[config.mk]
export PLATFORM = sky130hd
export DESIGN_NAME = trpt_queue
export DESIGN_NICKNAME = d
export VERILOG_FILES = /design/src/trpt_pkg.sv /design/src/trpt_queue.sv
export SDC_FILE = /design/constraint.sdc
export NUM_CORES = 1
export LEC_CHECK = 0
export BUFFER_PORTS_ARGS = -buffer_cell sky130_fd_sc_hd__buf_2
export CORE_ASPECT_RATIO = 0.9
export CORE_MARGIN = 3
export CORE_UTILIZATION = 51
export CTS_BUF_LIST = sky130_fd_sc_hd__clkbuf_4 sky130_fd_sc_hd__clkbuf_8 sky130_fd_sc_hd__clkbuf_16
export DETAILED_ROUTE_END_ITERATION = 16
export PLACE_DENSITY_LB_ADDON = 0.2
export SYNTH_ARGS = -nofsm -noshare
export SYNTH_HDL_FRONTEND = slang
export SYNTH_SLANG_ARGS = --single-unit
[constraint.sdc]
create_clock -name clk -period 4 [get_ports clk]
set_input_delay 0.8 -clock clk [delete_from_list [all_inputs] [get_ports clk]]
set_output_delay 0.8 -clock clk [all_outputs]
set_load 0.01 [all_outputs]
[src/trpt_pkg.sv]
`timescale 1ns / 1ps
// shared constants, types and command codes of the recent-position table
// no dependencies

package trpt_pkg;

  localparam int CHAIN_DEPTH   = 64;
  localparam int BUCKET_COUNT  = 65536;
  localparam int POSITION_BITS = 32;

  localparam int KIND_W      = 2;
  localparam int KEY_W       = 8;
  localparam int POS_FIELD_W = 32;

  localparam int BUCKET_W  = $clog2(BUCKET_COUNT);
  localparam int SLOT_W    = (CHAIN_DEPTH > 1) ? $clog2(CHAIN_DEPTH) : 1;
  localparam int CNT_W     = $clog2(CHAIN_DEPTH + 1);
  localparam int POS_AW    = BUCKET_W + SLOT_W;
  localparam int POS_DEPTH = BUCKET_COUNT * (1 << SLOT_W);

  localparam int QDEPTH = 2;
  localparam int QPTR_W = $clog2(QDEPTH);

  typedef enum logic [KIND_W-1:0] {
    KIND_INSERT = 2'd0,
    KIND_LOOKUP = 2'd1,
    KIND_CLEAR  = 2'd2
  } kind_t;

  typedef struct packed {
    kind_t                    op;
    logic [BUCKET_W-1:0]      bucket;
    logic [POSITION_BITS-1:0] pos;
  } cmd_t;

  typedef struct packed {
    logic valid;
    cmd_t cmd;
  } q_push_t;

  typedef struct packed {
    logic full;
    logic nonempty;
  } q_stat_t;

  typedef struct packed {
    logic [CNT_W-1:0]  cnt;
    logic [SLOT_W-1:0] head;
  } meta_t;

  typedef struct packed {
    logic [POSITION_BITS-1:0] pos;
    logic                     last;
    logic                     empty;
  } res_t;

endpackage

[src/trpt_queue.sv]
`timescale 1ns / 1ps
// short command queue between front end and engine
// depends on trpt_pkg

module trpt_queue import trpt_pkg::*; (
  input  logic    clk,
  input  logic    rst_n,
  input  q_push_t q_push,
  input  logic    pop,
  output cmd_t    head,
  output q_stat_t q_stat
);

  cmd_t              q_r [QDEPTH];
  logic [QPTR_W-1:0] wp_r, wp_nxt;
  logic [QPTR_W-1:0] rp_r, rp_nxt;
  logic [QPTR_W:0]   cnt_r, cnt_nxt;
  logic              push;

  assign push            = q_push.valid;
  assign q_stat.full     = (cnt_r == (QPTR_W+1)'(QDEPTH));
  assign q_stat.nonempty = (cnt_r != '0);
  assign head            = q_r[rp_r];

  always_comb begin
    wp_nxt  = wp_r;
    rp_nxt  = rp_r;
    cnt_nxt = cnt_r;
    if (push) begin
      wp_nxt = (wp_r == QPTR_W'(QDEPTH - 1)) ? '0 : wp_r + 1'b1;
    end
    if (pop) begin
      rp_nxt = (rp_r == QPTR_W'(QDEPTH - 1)) ? '0 : rp_r + 1'b1;
    end
    if (push && !pop) begin
      cnt_nxt = cnt_r + 1'b1;
    end else if (pop && !push) begin
      cnt_nxt = cnt_r - 1'b1;
    end
  end

  always_ff @(posedge clk) begin
    if (!rst_n) begin
      wp_r  <= '0;
      rp_r  <= '0;
      cnt_r <= '0;
    end else begin
      wp_r  <= wp_nxt;
      rp_r  <= rp_nxt;
      cnt_r <= cnt_nxt;
    end
  end

  always_ff @(posedge clk) begin
    if (push) begin
      q_r[wp_r] <= q_push.cmd;
    end
  end

endmodule

# --- Word level (Yosys, flattened, before mapping) ---
# Memories as Yosys holds them, arrays and structs flattened. A register that Yosys moved wholly into a read port is not among the register bits.
# Index checks and enable logic that the tools add are counted.
word_totals:
  regBits: 4
  ramBits: 100
  input_bits: 54
  out_inout_bits: 52
  n_memories: 1
memory_table:
  columns: ["memory", "words", "word_bits", "rd", "rd_ports_with_merged_regs", "wr", "line", "rtl"]
  rows:
  - ["q_r", 2, 50, 1, 1, 1, "trpt_queue.sv:14", "cmd_t q_r [QDEPTH];"]
classes:
  addsub: 4
  eq_ne: 1
  muxes: 8
  reduce_logical: 6
ops:
  columns: ["operator", "count"]
  rows:
  - ["2-to-1 mux 1 bit", 6]
  - ["2-to-1 mux 2 bit", 2]
  - ["nonzero test 2 bit", 2]
  - ["adder 1 bit (second input constant)", 2]
  - ["adder 2 x 1 -> 2 bit (second input constant)", 1]
  - ["== test 2 bit (second input constant)", 1]
  - ["logical AND 1 bit", 2]
  - ["zero test 1 bit", 2]
  - ["subtractor 2 x 1 -> 2 bit (second input constant)", 1]

# --- Longest topological paths before layout ---
# Gate-level depths: netlist (run 1).
logic_depth:
  ltp_word: 4
  mapped_depth: 5
  depth_no_buf: 5

# --- Least setup slack after synthesis (run 1) ---
# OpenSTA, ideal clock, no wires.
synth_timing:
  kind: "input -> register"
  startpoint: "input q_push[50] in the netlist's numbering"
  endpoint: "memory q_r[0][0] in the netlist's numbering, enable pin"
  setup_ns: 0.465
  t_arrival_ns: 3.047
  required_ns: 3.535
  slack_ns: 0.488
  stages: 1
  path_buffers: 0
  cell_sequence: "nor2b_1"
synth_via:
  elab_chain_cells: 2
synth_rtl:
  columns: ["item", "line", "rtl"]
  rows:
  - ["start, declared", "trpt_queue.sv:8", "input q_push_t q_push,"]
  - ["2-to-1 mux 1 bit", "trpt_queue.sv:55", "if (push) begin"]
  - ["2-to-1 mux 1 bit (implied by the code)", "trpt_queue.sv:56", "q_r[wp_r] <= q_push.cmd;"]
  - ["end, declared", "trpt_queue.sv:14", null]
# No other way between the ends.

==> metrics.cfg, run 1 <==
[run_status]
status=finished clean

[yosys]
synth_nets=233
synth_top_family_by_area=multiplexers
syn_area_per_cell_um2=21.5
ys_types=18
yosys.area_share.simple_pct=1.54
synthDominantCellAreaShare_pct=78.4
yosysSeqAreaShare_pct=81.0
netlist_area_um2=3830
synth_fa_ha_area_share_pct=0.327
synth_compound_area_share_pct=0.523
muxShareOfSynthArea_pct=14.7
synth_seq_cells=105
synth_cells=178
synth-xor-area-share_pct=0.686
ys_top_cells_by_area=edfxtp_1, mux2_2, dfxtp_1
synth_area_leader_cell=edfxtp_1
synth_warnings=0

[die]
ios=106
rows=29
die_x_um=97.3
die_area_um2=8590
core_area_um2=7180
initial_core_util_pct=53.3
die_h_um=88.2

[cells_and_area]
area_growth_syn_to_layout_pct=22.9
diodes=0
fin_area_um2=4710
drive_gt1_share_pct=58.9
multiInputGateArea_um2=689
post-route-util_pct=65.5
layout.nets=347
fillers=506
register_area_um2=3100
layoutNonFillerInstCount=390

[critical_path]
crit_path_max_fanout=36
start_kind=register
cp_data_required_time_ns=3.20
reg2regPathDepth=2
worstSetupEndpointType=primary output
cp.arrival_ns=2.07
worst-setup-path-type=reg2out

[clocking]
cts_setup_buffers=0
numClockSinks=105
ctsHtreeMaxLevel=3
cts_hold_buf=0
clock-root-buffer=clkbuf_8
tritoncts=built
worst_skew_pair.late_latency_ns=0.35
cts.path.max_buffers=2
path_clk_slew_ns=0.08
cts_resized=0
cts_buffers=9

[detailed_routing]
drt_iter0_markers=78
vias_per_cell=5.02
ant_nets=0
routed_wl_um=6480
route.detailed.drc=0
vias=1956
wl_per_cell_um=16.6
dr.pass1.iters=4

[grt]
grt-ovfl-total=0
grt_usage_pct=15.3
grt_max_degree=51
grt_pass1_vias=1998
antenna_found_initial=0
grt_pass1_wl_um=9810

[timing]
hold_viol_final=0
finalSetupViolations=0
worst_slack_ns=1.13
finalCritPeriodShare_pct=71.8
tightest_slew_ns=0.863
tns_ns=0
final-max-slew-violation-count=0
fmax_ghz=0.348
rsz0062_at_grt=false
clock_skew_ns=0.00430
max-slew-margin-rel_pct=42.4
fin_crit_ns=2.87

[placed_design]
dp_cells=374
gp_congestion=0.730
dp_hpwl_um=4210
placed_cell_area_um2=4470
place_ws_ns=1.47
io_buffers=105

[power]
cellLeakagePower_nw=1.79
pwr_density_cell_nw_per_um2=484
vdd_ir_drop_max_v=0.000265

[min_path]
hp-class=reg2reg
whs_path_depth=2

[flow_run]
max_cap_violations=0

==> final cells by class <==
cell class | instances | area share [%]
Clock buffer | 10 | 2.79
Tap cell | 93 | 2.47
Multi-Input combinational cell | 66 | 14.6
Timing Repair Buffer | 109 | 11.8
Inverter | 1 | 0.0797
Clock inverter | 6 | 2.26
Sequential cell | 105 | 65.9
==> synthesized netlist by cell type <==
| cell | instances |
|---|---|
| ha_1 | 1 |
| xnor2_1 | 1 |
| and2b_2 | 1 |
| dfxtp_1 | 5 |
| mux2_1 | 4 |
| xor2_1 | 2 |
| o21a_1 | 1 |
| a21boi_1 | 1 |
| inv_1 | 1 |
| nor2b_1 | 2 |
| or2_2 | 1 |
| and2_1 | 4 |
| o21ai_0 | 1 |
| buf_2 | 1 |
| edfxtp_1 | 100 |
| buf_4 | 5 |
| mux2_2 | 46 |
| or3_1 | 1 |
==> final timing paths <==
kind	start	to	slack, ns
max reg2reg	wp_r	q_r[1][2]	2.23
max	register	head[29]	1.13
min reg2reg	cnt_r[1]	cnt_r[1]	0.52
min	cnt_r[1]	cnt_r[1]	0.52
==> through the flow <==
step / total power [mW] / hold WS [ns]
final: 2.28 / 0.517
after global routing: 2.37 / 0.540
after CTS: 2.30 / 0.516
after detailed placement: 1.56 / 0.502
after global placement: 1.55 / 0.481
after floorplan: 1.45 / 0.461
==> critical path, cell delays in order (launching register included) <==
cell and delay (ns):
dfxtp_2 0.89, buf_4 0.31, mux2_2 0.36, buf_2 0.14
==> flip-flops by register name, summed over array words and instances, names as in the netlist, named ones only <==
| name | flops |
|---|---|
| q_r | 100 |
| cnt_r | 2 |
| rp_r | 1 |
| wp_r | 1 |
==> where the power goes <==
group | total, mW | switching (mW) | internal [mW]
registers | 1.30 | 0.0290 | 1.27
logic | 0.233 | 0.112 | 0.120
clock network | 0.747 | 0.327 | 0.419
==> cell usage in the layout (no fill, tap or decap) <==
master / count
clkinv_2: 1
or2_2: 1
edfxtp_1: 100
a21boi_1: 1
clkbuf_4: 1
xor2_1: 2
xnor2_1: 1
dfxtp_2: 1
buf_2: 105
buf_4: 4
and2_2: 1
nor2b_4: 1
o21a_1: 1
clkinvlp_4: 1
mux2_2: 46
bufinv_16: 3
o21ai_0: 1
clkbuf_8: 9
and2_1: 3
clkinv_1: 1
ha_1: 1
nor2b_1: 1
mux2_1: 4
inv_1: 1
and2b_2: 1
or3_1: 1
dfxtp_1: 4
==> cell families (layout without fill, tap and decap cells) <==
family / count (synthesis) / in the layout
AO/OA/AOI/OAI: 3 / 3
XOR/XNOR: 3 / 3
adder cells (fa/ha/maj): 1 / 1
buffers and inverters: 7 / 126
flip-flops: 105 / 105
multiplexers: 50 / 50
AND/OR/NAND/NOR: 9 / 9
==> per-layer routing <==
metal	GRT usage [%]	wire [µm]	vias up
met3	5.28	482	11
met5	0	0	-
li1	-	-	923
met2	25.9	3220	67
met1	18.0	2660	955
met4	7.55	116	0
Power figures use the tool's default switching activity.
==> run 2, diff against run 1 <==
- clock period: 4 -> 2.9 ns (I/O delays scaled with it)
==> run 2 against run 1 <==
Net effect:
- worst setup slack worse by 0.43 ns
- clock skew rose by 0.0046 ns
- sequential share of layout area increased by 0.42 points
- combinational power up 48%
- sequential power grew 36%
- utilization shrank 0.42 points
- cell area is 0.64% lower
- clock power increased by 7.4%
- critical path type unchanged
- critical endpoint is now head[13]
- largest power group unchanged
==> metrics.cfg, run 2 (synthesis gave the netlist of run 1 again) <==
[detailed_routing]
wl_per_cell_um=16.0
vias=1951
vias_per_cell=4.99
route.detailed.drc=0
ant_nets=0
dr.pass1.iters=4
routed_wl_um=6250
drt_iter0_markers=46

[die]
initial_core_util_pct=53.3
die_area_um2=8590
rows=29
core_area_um2=7180
die_x_um=97.3
die_h_um=88.2
ios=106

[grt]
grt_pass1_wl_um=9890
antenna_found_initial=0
grt-ovfl-total=0
grt_max_degree=31
grt_pass1_vias=2040
grt_usage_pct=15.2

[flow_run]
max_cap_violations=0

[placed_design]
io_buffers=105
dp_hpwl_um=4280
dp_cells=375
gp_congestion=0.713

[clocking]
ctsHtreeMaxLevel=3
worst_skew_pair.late_latency_ns=0.35
numClockSinks=105
cts_setup_buffers=0
cts_buffers=9
tritoncts=built
cts_resized=0
cts.path.max_buffers=2
clock-root-buffer=clkbuf_8
cts_hold_buf=0
path_clk_slew_ns=0.10

[critical_path]
crit_path_max_fanout=18
start_kind=register
cp_data_required_time_ns=2.32
worstSetupEndpointType=primary output
cp.arrival_ns=1.62
worst-setup-path-type=reg2out

[power]
combPwrFrac_pct=11.8
vdd_ir_drop_max_v=0.000413
pwr_density_cell_nw_per_um2=624
switching_share_pct=23.2
pwr-share-seq_pct=60.7
p_sw_uw=676
clockPowerShare_pct=27.5
internal-power_mw=2.24
cellLeakagePower_nw=1.77

[cells_and_area]
top_register=q_r
reg_top3=q_r: 100 flops, cnt_r: 2 flops
drive_gt1_share_pct=58.7
layoutNonFillerInstCount=391
diodes=0
area_growth_syn_to_layout_pct=22.1
largest_reg_flops=100
final_cell_mix=buf_2, edfxtp_1, mux2_2
layout.nets=348
final_common_cell=buf_2
fillers=532

[timing]
hold_viol_final=0
rsz0062_at_grt=false
tightest_slew_ns=0.524
final-max-slew-violation-count=0
tns_ns=0
finalCritPeriodShare_pct=75.8
max-slew-margin-rel_pct=65.1
finalSetupViolations=0
clock_skew_ns=0.00888
fin_crit_ns=2.20
fmax_ghz=0.455

[run_status]
status=finished clean

[min_path]
hp-class=in2reg

[run 2: routing by layer]
layer	wire, µm	track usage [%]	vias up
li1	-	-	922
met1	2480	17.5	961
met2	3300	26.3	63
met3	409	6.15	5
met4	58	5.79	0
met5	0	0	-
[run 2: path summary, 6_finish.rpt]
check,start,to,slack (ns),cells past startpoint
worst max-delay path,register,head[13],0.70,3
worst min-delay path,q_push[32],q_r[0][32],0.41,1
worst max register to register,wp_r,q_r[1][39],1.41,2
worst min register to register,cnt_r[1],cnt_r[1],0.50,2
[run 2: per-stage QoR]
stage / instance area (µm²) / total power, mW / hold slack [ns] / setup slack (ns) / utilization (%)
6_report: 4680 / 2.92 / 0.409 / 0.701 / 65.1
3_5_place_dp: 4500 / 2.16 / 0.498 / 1.05 / 62.7
3_3_place_gp: 4500 / 2.15 / 0.475 / 1.06 / 62.7
4_1_cts: 4680 / 2.95 / 0.383 / 0.652 / 65.1
2_1_floorplan: 3830 / 2.00 / 0.461 / 0.554 / -
5_1_grt: 4680 / 3.05 / 0.376 / 0.580 / 65.1
[run 2: power groups by stage]
stage	sequential [mW]	clock (mW)	combinational, mW
detailed placement	1.81	0	0.350
finish	1.77	0.802	0.344
floorplan	1.80	0	0.204
global placement	1.80	0	0.346
global route	1.78	0.889	0.377
CTS	1.77	0.830	0.352
[run 2: critical path, stage by stage, from the launching register on]
cell     delay (ns)
dfxtp_2        0.45
buf_4          0.30
mux2_2         0.38
buf_2          0.14
[run 2: layout make-up]
cell class / count / area, µm² / share of cell area [%]
clock buffers: 9 / 124 / 2.65
clock inverters: 7 / 51.3 / 1.10
inverters: 1 / 3.75 / 0.0803
multi-input cells: 66 / 689 / 14.7
flip-flops and latches: 105 / 3100 / 66.4
well taps: 93 / 116 / 2.49
repair buffers: 110 / 588 / 12.6
==> run 3, diff against run 2 <==
- CORE_UTILIZATION: 51 -> 46
- clock period: 2.9 -> 1.9 ns (I/O delays scaled with it)
==> run 3 against run 2 <==
Net effect:
- combinational power grew 59%
- cell area grew 1.0%
- routed wire length increased by 2.4%
==> metrics.cfg, run 3 (synthesis gave the netlist of run 1 again) <==
[critical_path]
cp.arrival_ns=1.44
start_kind=register
worstSetupEndpointType=primary output
path_cells=buf_12 -> mux2_2 -> buf_2
reg2reg_slack_ns=0.60
crit_path_max_fanout=28
r2r-start=wp_r
slowest_delay_ns=0.38
worst-setup-path-type=reg2out
crit_family=flip-flops
r2r-end=q_r[1][41]
cp_data_required_time_ns=1.52
reg2regPathDepth=2
cpMaxStageDelayCell=dfxtp_2
worst-path-buf-inv=2

[min_path]
hp-class=in2reg
whs_path_depth=1
hold_start=q_push[9]
hold_end=q_r[0][9]

[clocking]
cts_resized=0
cts_hold_buf=0
tritoncts=built
cts_buffers=9
cts_setup_buffers=0
worst_skew_pair.late_latency_ns=0.34
path_clk_slew_ns=0.10
cts.path.max_buffers=2
numClockSinks=105
clock-root-buffer=clkbuf_8
ctsHtreeMaxLevel=3

[cells_and_area]
register_area_um2=3100
reg_top3=q_r: 100 flops, cnt_r: 2 flops
layout.nets=349
fillers=626
diodes=0
final_cell_mix=buf_2, edfxtp_1, mux2_2
drive_gt1_share_pct=59.2
largest_reg_flops=100
multiInputGateArea_um2=689
layoutNonFillerInstCount=395
post-route-util_pct=60.5
final_common_cell=buf_2
area_growth_syn_to_layout_pct=23.4
top_register=q_r

[timing]
final-max-slew-violation-count=0
max-slew-margin-rel_pct=79.7
tightest_slew_ns=0.305
fmax_ghz=0.549
tns_ns=0
rsz0062_at_grt=false
hold_viol_final=0
fin_crit_ns=1.82
finalSetupViolations=0
finalCritPeriodShare_pct=95.9
clock_skew_ns=0.00671
worst_slack_ns=0.0770

[die]
die_h_um=92.6
die_x_um=102
ios=106
initial_core_util_pct=49.1
die_area_um2=9460
core_area_um2=7810
rows=30

[detailed_routing]
drt_iter0_markers=57
ant_nets=0
dr.pass1.iters=6
wl_per_cell_um=16.2
vias=1949
vias_per_cell=4.93
route.detailed.drc=0
routed_wl_um=6400

[power]
vdd_ir_drop_max_v=0.000582
clockPowerShare_pct=27.2
switching_share_pct=22.8
total_power_mw=4.46
pwr_density_cell_nw_per_um2=943
internal-power_mw=3.44
pwr-share-seq_pct=60.6
p_sw_mw=1.02
combPwrFrac_pct=12.3
cellLeakagePower_nw=1.79

[grt]
antenna_found_initial=0
grt_usage_pct=14.0
grt-ovfl-total=0
grt_max_degree=37
grt_pass1_wl_um=10000
grt_pass1_vias=2095

[placed_design]
dp_hpwl_um=4290
gp_congestion=0.753
place_ws_ns=0.443
dp_cells=379
io_buffers=105

[run_status]
status=finished clean

[flow_run]
max_cap_violations=0

## run 3: how the worst max path moves through the flow
stage,startpoint,end,slack [ns],cells after the start
after floorplan,q_push[50],q_r[0][0],0.32,1
final,register,head[46],0.08,3
after detailed placement,register,head[46],0.44,3
after global placement,register,head[46],0.45,3
after CTS,register,head[46],0.04,3
after global routing,register,head[37],0.02,3
## run 3: layout make-up
cell class | count | share of cell area [%]
Clock inverter | 6 | 0.900
Inverter | 1 | 0.0794
Multi-Input combinational cell | 66 | 14.6
Tap cell | 96 | 2.54
Clock buffer | 10 | 2.78
Timing Repair Buffer | 111 | 13.4
Sequential cell | 105 | 65.7
## run 3: per-stage QoR
step	hold WS (ns)	cell area, µm²
3_3_place_gp	0.476	4550
5_1_grt	0.183	4720
6_report	0.216	4720
3_5_place_dp	0.495	4550
2_1_floorplan	0.461	3840
4_1_cts	0.192	4720
## run 3: per-layer routing
metal / wire (µm) / share of wire [%] / GRT usage, % / up-vias
met4: 144 / 2.2 / 5.68 / 0
li1: - / - / - / 920
met3: 486 / 7.6 / 5.57 / 11
met5: 0 / 0 / 0 / -
met1: 2620 / 41 / 16.2 / 944
met2: 3150 / 49 / 23.1 / 74
## run 3: power groups by stage
| stage | sequential, mW | combinational, mW | clock (mW) |
|---|---|---|---|
| after global placement | 2.75 | 0.551 | 0 |
| after floorplan | 2.74 | 0.312 | 0 |
| final | 2.70 | 0.546 | 1.21 |
| after CTS | 2.70 | 0.560 | 1.26 |
| after global routing | 2.71 | 0.595 | 1.34 |
| after detailed placement | 2.75 | 0.556 | 0 |
## run 3: worst reg2reg max path, cell delays in order (launching register included)
cell,delay [ns]
dfxtp_1,0.39
and2_2,0.36
buf_12,0.25
